===== src/rtl/anchor_box_decoder_top_assert.svh =====
// Assertion macros for the anchor box decoder RTL.
// Used by the modules that check their own control logic; needs clk_i and rst_ni in scope.
`ifndef ANCHOR_BOX_DECODER_TOP_ASSERT_SVH
`define ANCHOR_BOX_DECODER_TOP_ASSERT_SVH

// checked only out of reset
`define ABD_ASSERT(lbl, prop, msg) \
  lbl: assert property (@(posedge clk_i) disable iff (!rst_ni) prop) else $error(msg);

// checked on every edge, reset included
`define ABD_ASSERT_ALWAYS(lbl, prop, msg) \
  lbl: assert property (@(posedge clk_i) prop) else $error(msg);

`endif


===== src/rtl/abd_pkg.sv =====
// Shared types, constants and helpers of the anchor box decoder.
// No dependencies.
package abd_pkg;

  localparam int unsigned NumAnchors = 896;
  localparam int unsigned Grid16Count = 512;
  localparam int unsigned RatioFrac = 16;
  localparam int unsigned RatioW = 28;
  localparam int unsigned DivSteps = RatioW;

  // (v * 171) >> 10 equals v / 6 for v below 512
  localparam logic [7:0] Div6Mul = 8'd171;
  localparam int unsigned Div6Shift = 10;

  localparam logic [2:0] CfgScoreThr = 3'd0;
  localparam logic [2:0] CfgNumDet   = 3'd1;
  localparam logic [2:0] CfgImgW     = 3'd2;
  localparam logic [2:0] CfgImgH     = 3'd3;
  localparam logic [2:0] CfgModelW   = 3'd4;
  localparam logic [2:0] CfgModelH   = 3'd5;
  localparam logic [2:0] CfgAnchorW  = 3'd6;
  localparam logic [2:0] CfgAnchorH  = 3'd7;

  localparam logic [15:0] ScoreThrRst = 16'd55706;
  localparam logic [9:0]  NumDetRst   = 10'd896;
  localparam logic [11:0] ImgWRst     = 12'd640;
  localparam logic [11:0] ImgHRst     = 12'd480;
  localparam logic [10:0] ModelWRst   = 11'd128;
  localparam logic [10:0] ModelHRst   = 11'd128;
  localparam logic [10:0] AnchorWRst  = 11'd128;
  localparam logic [10:0] AnchorHRst  = 11'd128;

  typedef struct packed {
    logic        [9:0]  det_index;
    logic        [15:0] score;
    logic signed [15:0] off_x;
    logic signed [15:0] off_y;
    logic signed [15:0] box_w;
    logic signed [15:0] box_h;
  } abd_in_t;

  typedef struct packed {
    logic signed [15:0] left;
    logic signed [15:0] top;
    logic signed [15:0] side_w;
    logic signed [15:0] side_h;
    logic signed [15:0] centre_x;
    logic signed [15:0] centre_y;
    logic        [15:0] out_score;
    logic        [9:0]  out_index;
  } abd_out_t;

  typedef struct packed {
    logic [15:0]       score_thr;
    logic [9:0]        num_det;
    logic [10:0]       anchor_w;
    logic [10:0]       anchor_h;
    logic [RatioW-1:0] ratio_x;
    logic [RatioW-1:0] ratio_y;
  } abd_cfg_t;

  function automatic logic signed [15:0] sat16(input logic signed [27:0] v);
    logic signed [15:0] r;
    if (v > 28'sd32767) begin
      r = 16'sh7fff;
    end else if (v < -28'sd32768) begin
      r = -16'sh8000;
    end else begin
      r = v[15:0];
    end
    return r;
  endfunction

endpackage


===== src/rtl/abd_div.sv =====
// Bit-serial restoring divider: ratio = (num << 16) / den, one quotient bit per cycle.
// Depends on abd_pkg.
module abd_div (
  input  logic                         clk_i,
  input  logic                         rst_ni,
  input  logic                         start_i,
  input  logic [11:0]                  num_i,
  input  logic [10:0]                  den_i,
  output logic [abd_pkg::RatioW-1:0]   ratio_o,
  output logic                         busy_o
);

  localparam int unsigned CntW = $clog2(abd_pkg::DivSteps + 1);

  logic [abd_pkg::RatioW-1:0] quo_q, quo_d;
  logic [10:0]                rem_q, rem_d;
  logic [CntW-1:0]            cnt_q, cnt_d;
  logic [11:0]                trial;
  logic                       ge;

  assign trial = {rem_q, quo_q[abd_pkg::RatioW-1]};
  assign ge    = trial >= {1'b0, den_i};

  always_comb begin
    quo_d = quo_q;
    rem_d = rem_q;
    cnt_d = cnt_q;
    if (start_i) begin
      quo_d = {num_i, {abd_pkg::RatioFrac{1'b0}}};
      rem_d = '0;
      cnt_d = CntW'(abd_pkg::DivSteps);
    end else if (cnt_q != '0) begin
      quo_d = {quo_q[abd_pkg::RatioW-2:0], ge};
      rem_d = ge ? 11'(trial - {1'b0, den_i}) : trial[10:0];
      cnt_d = cnt_q - 1'b1;
    end
  end

  always_ff @(posedge clk_i or negedge rst_ni) begin
    if (!rst_ni) begin
      cnt_q <= '0;
    end else begin
      cnt_q <= cnt_d;
    end
  end

  always_ff @(posedge clk_i) begin
    quo_q <= quo_d;
    rem_q <= rem_d;
  end

  assign ratio_o = quo_q;
  assign busy_o  = cnt_q != '0;

  `include "anchor_box_decoder_top_assert.svh"

  `ABD_ASSERT(a_div_start_busy, start_i |=> busy_o, "divider idle after start")
  `ABD_ASSERT_ALWAYS(a_div_cnt_range, !rst_ni || (cnt_q <= CntW'(abd_pkg::DivSteps)), "divider count overrun")

endmodule


===== src/rtl/abd_cfg.sv =====
// Configuration registers and the two ratio dividers fed from them.
// Depends on abd_pkg and abd_div.
module abd_cfg (
  input  logic              clk_i,
  input  logic              rst_ni,
  input  logic              cfg_we_i,
  input  logic [2:0]        cfg_index_i,
  input  logic [15:0]       cfg_data_i,
  output abd_pkg::abd_cfg_t cfg_o,
  output logic              busy_o
);

  logic [15:0] score_thr_q;
  logic [9:0]  num_det_q;
  logic [11:0] img_w_q, img_h_q;
  logic [10:0] model_w_q, model_h_q, anchor_w_q, anchor_h_q;
  logic        start_q, start_d;
  logic [10:0] den_x, den_y;
  logic        busy_x, busy_y;
  logic [abd_pkg::RatioW-1:0] ratio_x, ratio_y;

  always_comb begin
    start_d = 1'b0;
    if (cfg_we_i) begin
      start_d = (cfg_index_i == abd_pkg::CfgImgW) || (cfg_index_i == abd_pkg::CfgImgH) ||
                (cfg_index_i == abd_pkg::CfgModelW) || (cfg_index_i == abd_pkg::CfgModelH);
    end
  end

  always_ff @(posedge clk_i or negedge rst_ni) begin
    if (!rst_ni) begin
      score_thr_q <= abd_pkg::ScoreThrRst;
      num_det_q   <= abd_pkg::NumDetRst;
      img_w_q     <= abd_pkg::ImgWRst;
      img_h_q     <= abd_pkg::ImgHRst;
      model_w_q   <= abd_pkg::ModelWRst;
      model_h_q   <= abd_pkg::ModelHRst;
      anchor_w_q  <= abd_pkg::AnchorWRst;
      anchor_h_q  <= abd_pkg::AnchorHRst;
      start_q     <= 1'b1;  // ratios are worked out after reset
    end else begin
      start_q <= start_d;
      if (cfg_we_i) begin
        unique case (cfg_index_i)
          abd_pkg::CfgScoreThr: score_thr_q <= cfg_data_i;
          abd_pkg::CfgNumDet:   num_det_q   <= cfg_data_i[9:0];
          abd_pkg::CfgImgW:     img_w_q     <= cfg_data_i[11:0];
          abd_pkg::CfgImgH:     img_h_q     <= cfg_data_i[11:0];
          abd_pkg::CfgModelW:   model_w_q   <= cfg_data_i[10:0];
          abd_pkg::CfgModelH:   model_h_q   <= cfg_data_i[10:0];
          abd_pkg::CfgAnchorW:  anchor_w_q  <= cfg_data_i[10:0];
          abd_pkg::CfgAnchorH:  anchor_h_q  <= cfg_data_i[10:0];
          default: ;
        endcase
      end
    end
  end

  // zero model size divides as one
  assign den_x = (model_w_q == '0) ? 11'd1 : model_w_q;
  assign den_y = (model_h_q == '0) ? 11'd1 : model_h_q;

  abd_div u_div_x (
    .clk_i   (clk_i),
    .rst_ni  (rst_ni),
    .start_i (start_q),
    .num_i   (img_w_q),
    .den_i   (den_x),
    .ratio_o (ratio_x),
    .busy_o  (busy_x)
  );

  abd_div u_div_y (
    .clk_i   (clk_i),
    .rst_ni  (rst_ni),
    .start_i (start_q),
    .num_i   (img_h_q),
    .den_i   (den_y),
    .ratio_o (ratio_y),
    .busy_o  (busy_y)
  );

  assign busy_o = start_q | busy_x | busy_y;

  assign cfg_o.score_thr = score_thr_q;
  assign cfg_o.num_det   = num_det_q;
  assign cfg_o.anchor_w  = anchor_w_q;
  assign cfg_o.anchor_h  = anchor_h_q;
  assign cfg_o.ratio_x   = ratio_x;
  assign cfg_o.ratio_y   = ratio_y;

endmodule


===== config.mk =====
export PLATFORM = sky130hd
export DESIGN_NAME = abd_cfg
export DESIGN_NICKNAME = d
export VERILOG_FILES = /design/src/rtl/abd_pkg.sv /design/src/rtl/abd_div.sv /design/src/rtl/abd_cfg.sv
export VERILOG_INCLUDE_DIRS = /design/src /design/src/rtl
export SDC_FILE = /design/constraint.sdc
export NUM_CORES = 1
export LEC_CHECK = 0
export ABC_AREA = 1
export BUFFER_PORTS_ARGS = -buffer_cell sky130_fd_sc_hd__buf_4
export CAP_MARGIN = 20
export CELL_PAD_IN_SITES_DETAIL_PLACEMENT = 0
export CELL_PAD_IN_SITES_GLOBAL_PLACEMENT = 1
export CORE_ASPECT_RATIO = 1.1
export CORE_MARGIN = 1
export CORE_UTILIZATION = 43
export CTS_CLUSTER_SIZE = 12
export DETAILED_ROUTE_END_ITERATION = 6
export PLACE_DENSITY = 0.89
export SLEW_MARGIN = 20
export SYNTH_ARGS = -nofsm -noshare
export SYNTH_HDL_FRONTEND = slang
export SYNTH_HIERARCHICAL = 1
export SYNTH_SLANG_ARGS = --single-unit

===== constraint.sdc =====
create_clock -name clk_i -period 2.5 [get_ports clk_i]
set_input_delay 0.375 -clock clk_i [delete_from_list [all_inputs] [get_ports clk_i]]
set_output_delay 0.375 -clock clk_i [all_outputs]
set_load 0.03 [all_outputs]

# Yosys cells after proc, flatten, opt, wreduce, memory -nomap -nowiden
# Index checks and enable logic that the tools add are counted.
dict set report totals {
  in_bits 22
  out_inout_bits 105
  register_bits 183
}
dict set report classes {
  mux 13
  addsub 4
  bitwise_logic 2
  eq_ne 7
  magnitude_cmp 2
  n_reduce_logical 18
}
# op n
set ops {}
lappend ops {{two-way mux 28 bit} 4}
lappend ops {{two-way mux 11 bit} 4}
lappend ops {{>= comparator 12 x 11 -> 1 bit} 2}
lappend ops {{logical NOT 11 bit} 2}
lappend ops {{subtractor 11 bit} 2}
lappend ops {{two-way mux 5 bit} 4}
lappend ops {{AND reduction 2 bit} 8}
lappend ops {{== test 3 bit, second input constant} 4}
lappend ops {{nonzero test 5 bit} 2}
lappend ops {{subtractor 5 x 1 -> 5 bit, second input constant} 2}
lappend ops {{== test 3 x 2 -> 1 bit, second input constant} 2}
lappend ops {{nonzero test 2 bit} 2}
lappend ops {{== test 3 x 1 -> 1 bit, second input constant} 1}
lappend ops {{logical NOT 3 bit} 1}
lappend ops {{logical OR 1 bit} 3}
lappend ops {{bitwise OR 1 bit} 2}
lappend ops {{two-way mux 1 bit} 1}

# Longest topological paths before layout
dict set report depth {
  depth_word 5
  depth_mapped 18
  ltp_nobuf 18
}

# Hierarchy
# Netlist, hierarchy kept.
# mod instances cells_each seq_area_each_um2 area_per_inst_um2
set modules_own_cells {}
lappend modules_own_cells {abd_div 2 376 1026.0 2622.5}
lappend modules_own_cells {abd_cfg 1 383 2406.1 3913.8}

# Worst setup path before layout
# Ideal clock, no wire load.
dict set report synth_timing {
  path_kind {register to register}
  startpoint {register model_w_q[7]}
  endpoint {register u_div_x.rem_q[6]}
  slack_ns 0.269
  path_stages_with_launch 16
  arrival_ns 2.103
  required_ns 2.373
  synth_period_minus_slack_ns 2.231
  path_buffers 1
  path_cell_list {dfstp_2 nor2_1 and2_0 nand2_1 nand2_1 ha_1 fa_1 inv_1 nand3_1 nand2_1 nand3_1 nand4_2 buf_6 nor3_2 nor2_1 nor2_1}
}
dict set report synth_via {
  elab_chain_len 4
}
# item line
set synth_rtl {}
lappend synth_rtl {{from (decl)} abd_cfg.sv:16} ;# logic [10:0] model_w_q, model_h_q, anchor_w_q, anchor_h_q;
lappend synth_rtl {{from (signal assigned)} abd_cfg.sv:36} ;# model_w_q <= abd_pkg::ModelWRst;
lappend synth_rtl {{from (signal assigned)} abd_cfg.sv:49} ;# abd_pkg::CfgModelW: model_w_q <= cfg_data_i[10:0];
lappend synth_rtl {{logical NOT 11 bit *} abd_cfg.sv:60} ;# assign den_x = (model_w_q == '0) ? 11'd1 : model_w_q;
lappend synth_rtl {{two-way mux 11 bit *} abd_cfg.sv:60}
lappend synth_rtl {{via den_x[0]} abd_cfg.sv:18} ;# logic [10:0] den_x, den_y;
lappend synth_rtl {{subtractor 11 bit / >= comparator 12 x 11 -> 1 bit (equally long branches)} {abd_div.sv:34, abd_div.sv:22}}
lappend synth_rtl {{two-way mux 11 bit *} abd_div.sv:34} ;# rem_d = ge ? 11'(trial - {1'b0, den_i}) : trial[10:0];
lappend synth_rtl {{to (signal assigned)} abd_div.sv:49} ;# rem_q <= rem_d;
lappend synth_rtl {{to (decl)} abd_div.sv:16} ;# logic [10:0] rem_q, rem_d;
# Mark *: on every way through the listed nets, which the timed path passes. The rest lies on a longest branch.
# A chain may end at the register's enable or synchronous reset.

# Final worst setup path
dict set report layout_timing {
  startpoint {register model_h_q[7]}
  endpoint {register u_div_y.rem_q[2]}
}
dict set report layout_via {
  elab_chain_len 4
}
# item line
set layout_rtl {}
lappend layout_rtl {{from (decl)} abd_cfg.sv:16}
lappend layout_rtl {{from (signal assigned)} abd_cfg.sv:37} ;# model_h_q <= abd_pkg::ModelHRst;
lappend layout_rtl {{from (signal assigned)} abd_cfg.sv:50} ;# abd_pkg::CfgModelH: model_h_q <= cfg_data_i[10:0];
lappend layout_rtl {{logical NOT 11 bit *} abd_cfg.sv:61} ;# assign den_y = (model_h_q == '0) ? 11'd1 : model_h_q;
lappend layout_rtl {{two-way mux 11 bit *} abd_cfg.sv:61}
lappend layout_rtl {{via den_y[0]} abd_cfg.sv:18}
lappend layout_rtl {{subtractor 11 bit / >= comparator 12 x 11 -> 1 bit (equally long branches)} {abd_div.sv:34, abd_div.sv:22}}
lappend layout_rtl {{two-way mux 11 bit *} abd_div.sv:34}
lappend layout_rtl {{to (signal assigned)} abd_div.sv:49}
lappend layout_rtl {{to (decl)} abd_div.sv:16}
# Marked as above.

==> summary.txt <==
Clock tree
  – Htree depth: 4
  – CTS root buffer: clkbuf_16
  – Num Clock Sinks: 183
  – Maximum clock path buffer count: 2
  – Clk Latency, worst-skew pair: 0.44 ns
  – Reg clk slew, reported paths: 0.08 ns
  – CTS tree: built
  – Cts bufs inserted: 17

Synth
  – Synthesized area per cell: 8.07 sq um
  – Most common flop cell mapped by yosys: dfrtp_1
  – Synth top area cells: dfrtp_1 22%, nand2_1 12%, dfxtp_1 12%
  – Synth area leader: dfrtp_1
  – Share of Yosys cell area claimed by the top area cell type: 0.224
  – Seq/Total Area, Yosys: 0.487
  – Mapped Nets: 1185
  – Post-synth EDFFs: 24
  – Post-synth ARST share: 0.574
  – Synth Instances: 1135
  – Distinct cell type count after synthesis: 42
  – Post-Synthesis Cell Area: 9160 sq um
  – Yosys reg bits: 183
  – Synth warnings: 6

Drt
  – Starting DRT DRC Count: 442
  – DRT Pass-1 Iters: 5
  – Residual DRC: 0
  – Drt wl/cell: 14.1 um
  – Vias: 7487
  – Via-per-instance ratio: 4.87
  – Routed WL: 21700 um
  – Routed Antenna Nets: 0

Pwr
  – Comb power frac: 0.460
  – Pleak: 5.46 nW
  – Pwr Density: 1220 nW/um^2
  – Net switching power: 5.72 mW
  – Internal cell power: 7.58 mW
  – Switching share of power: 0.430
  – Clock power frac: 0.202
  – Seq pwr share: 0.338
  – Max IR drop VDD: 572 uV

Job
  – Maxcap violations: 0

Floorplan
  – Die area: 21900 sq um
  – Initial Utilization: 0.442
  – Die width: 141 um
  – Core box area: 20700 sq um
  – Site Rows: 55
  – Die Ht: 155 um
  – I/O pins: 127

Global route
  – Vias in the first global route: 7105
  – Initial antenna violation count: 0
  – Tot GR Track Use: 0.209
  – Largest net degree at the start of global routing: 49
  – GR Overflow Total: 0
  – First-pass GRT wire length: 36000 um

STA
  – Clock skew: 0.0103 ns
  – Slew Viols, Final: 0
  – Rel. slew slack: 0.567
  – Worst slew pin tran: 0.647 ns
  – Final hold vios: 0
  – Final setup viols: 0
  – Final Worst Setup Slack: 0.142 ns
  – Tcrit/Tclk final: 0.943
  – Fmax: 424 MHz
  – Final min period: 2.36 ns

Critical path
  – Kind of end point of the critical path: flop
  – Worst setup path startpoint: model_h_q[7]
  – WP data arrival: 2.71 ns
  – Worst path most repeated cell: nand2_1
  – Critical path type: reg -> reg
  – CP cell instances: nor2_1 > and2_0 > nand2_1 > nand2_1 > ha_2 > fa_2 > inv_2 > nand3_1 > nand2_2 > nand3_2 > nand4_4 > buf_12 > buf_4 > a21boi_1 > a21oi_1
  – Slowest stage delay, CP: 0.55 ns
  – Delay-heaviest family, CP: simple AND/OR/NAND/NOR gates
  – Worst reg2reg path startpoint: model_h_q[7]
  – Worst Path Buf+Inv: 3
  – CP max-delay cell: dfstp_2
  – CP startpoint kind: flop
  – Req. time, crit path: 2.86 ns
  – Crit-path max FO: 6

Cells and area
  – Fillers: 1956
  – Area growth syn-to-layout: 19.4%
  – Commonest cells after routing, fill and taps aside: 289 x nand2_1, 145 x buf_4, 127 x nor2_1
  – Final cell count without fillers: 1536
  – # diodes: 0
  – Reg area: 4460 sq um
  – Multi-input gate area: 3880 sq um
  – Commonest non-fill, non-tap cell in the layout: nand2_1
  – Final Net Count: 1288
  – Layout cell share with drive strength beyond 1: 0.235

Outcome
  – Status: completed

Placement
  – Detailed placer's ending HPWL: 15200 um
  – Pre-CTS WS: 0.000608 ns
  – Global placer's final weighted congestion: 0.865
  – IO buf count: 126
  – Placed cells: 1499

Hold path
  – HP Start: cfg_data_i[12]
  – HP Class: in -> reg
per-stage QoR:
stage / setup TNS (ns) / cell area [sq um] / hold WS [ns] / utilization / power [mW]
6_report: 0 / 10900 / 0.149 / 0.528 / 13.3
5_1_grt: -0.0183 / 10900 / 0.150 / 0.528 / 14.3
4_1_cts: 0 / 10900 / 0.136 / 0.524 / 13.2
3_5_place_dp: 0 / 10200 / 0.377 / 0.494 / 10.4
3_3_place_gp: 0 / 10200 / 0.378 / 0.494 / 10.3
2_1_floorplan: 0 / 9160 / 0.0794 / - / 8.79
final timing paths:
| kind | end | slack (ns) | cells after the start |
|---|---|---|---|
| max in group asynchronous | start_q | 1.34 | 3 |
| min in group asynchronous | score_thr_q[5] | 0.44 | 2 |
| min | score_thr_q[12] | 0.15 | 3 |
| max | u_div_y/rem_q[2] | 0.14 | 15 |
| min reg2reg | score_thr_q[14] | 0.46 | 2 |
| max reg2reg | u_div_y/rem_q[2] | 0.14 | 15 |
worst reg2reg max path, cell delays in order (launching register included):
cell      delay [ns]
dfstp_2         0.55
nor2_1          0.04
and2_0          0.13
nand2_1         0.06
nand2_1         0.05
ha_2            0.19
fa_2            0.35
inv_2           0.07
nand3_1         0.07
nand2_2         0.11
nand3_2         0.10
nand4_4         0.11
buf_12          0.12
buf_4           0.12
a21boi_1        0.06
a21oi_1         0.15
power groups by stage:
| stage | combinational [mW] | sequential, mW | clock (mW) |
|---|---|---|---|
| detailed placement | 5.88 | 4.54 | 0 |
| floorplan | 3.58 | 5.21 | 0 |
| global placement | 5.79 | 4.53 | 0 |
| global route | 6.89 | 4.60 | 2.85 |
| finish | 6.12 | 4.49 | 2.69 |
| CTS | 5.93 | 4.50 | 2.74 |
state kept, by name (all words and copies together), names as in the netlist, 12 cells and up:
register         flops
img_h_q             12
img_w_q             12
u_div_x/ratio_o     28
u_div_y/ratio_o     28
score_thr_q         16
cell type report:
cell class	instances	area share
Tap cell	285	0.0326
Multi-Input combinational cell	757	0.355
Timing Repair Buffer	148	0.104
Sequential cell	183	0.408
Clock buffer	17	0.0389
Clock inverter	15	0.0160
Inverter	131	0.0453
cell usage after synthesis (7+ instances only):
library cell and number:
dfstp_2 23, dfrtp_1 82, nand2_2 14, o21ai_2 34
inv_1 122, nor2_1 130, o21ai_0 71, clkbuf_1 36
o21ai_1 49, buf_6 13, ha_1 26, buf_4 7
a21oi_1 34, dfxtp_1 54, edfxtp_1 24, nand3_1 46
nand2_1 291, buf_2 8
what timing repair did:
action / CTS / global route
setup buffers: 0 / 4
setup endpoints to repair: 5 / 24
pin swaps: 0 / 2
gates resized for setup: 1 / 12
hold buffers: 1 / 0
hold endpoints to repair: 22 / 0
cells by family (layout without fill, tap and decap cells):
kind of cell | after synthesis | after routing | synth area share
DFF | 183 | 183 | 0.487
and+or+nand+nor | 518 | 518 | 0.242
xor gates and xnor gates | 4 | 4 | 0.00383
buffers and inverters | 195 | 311 | 0.0947
adders and majority gates | 28 | 28 | 0.0399
AOI/OAI and AO/OA | 207 | 207 | 0.133
metal layers:
metal	vias to the layer above	track usage	part of all wire
li1	3821	-	-
met1	3480	0.271	0.45
met2	164	0.352	0.49
met3	22	0.0397	0.046
met4	0	0.0683	0.016
met5	-	0	0
No activity file was read; power rests on OpenSTA's default activity.
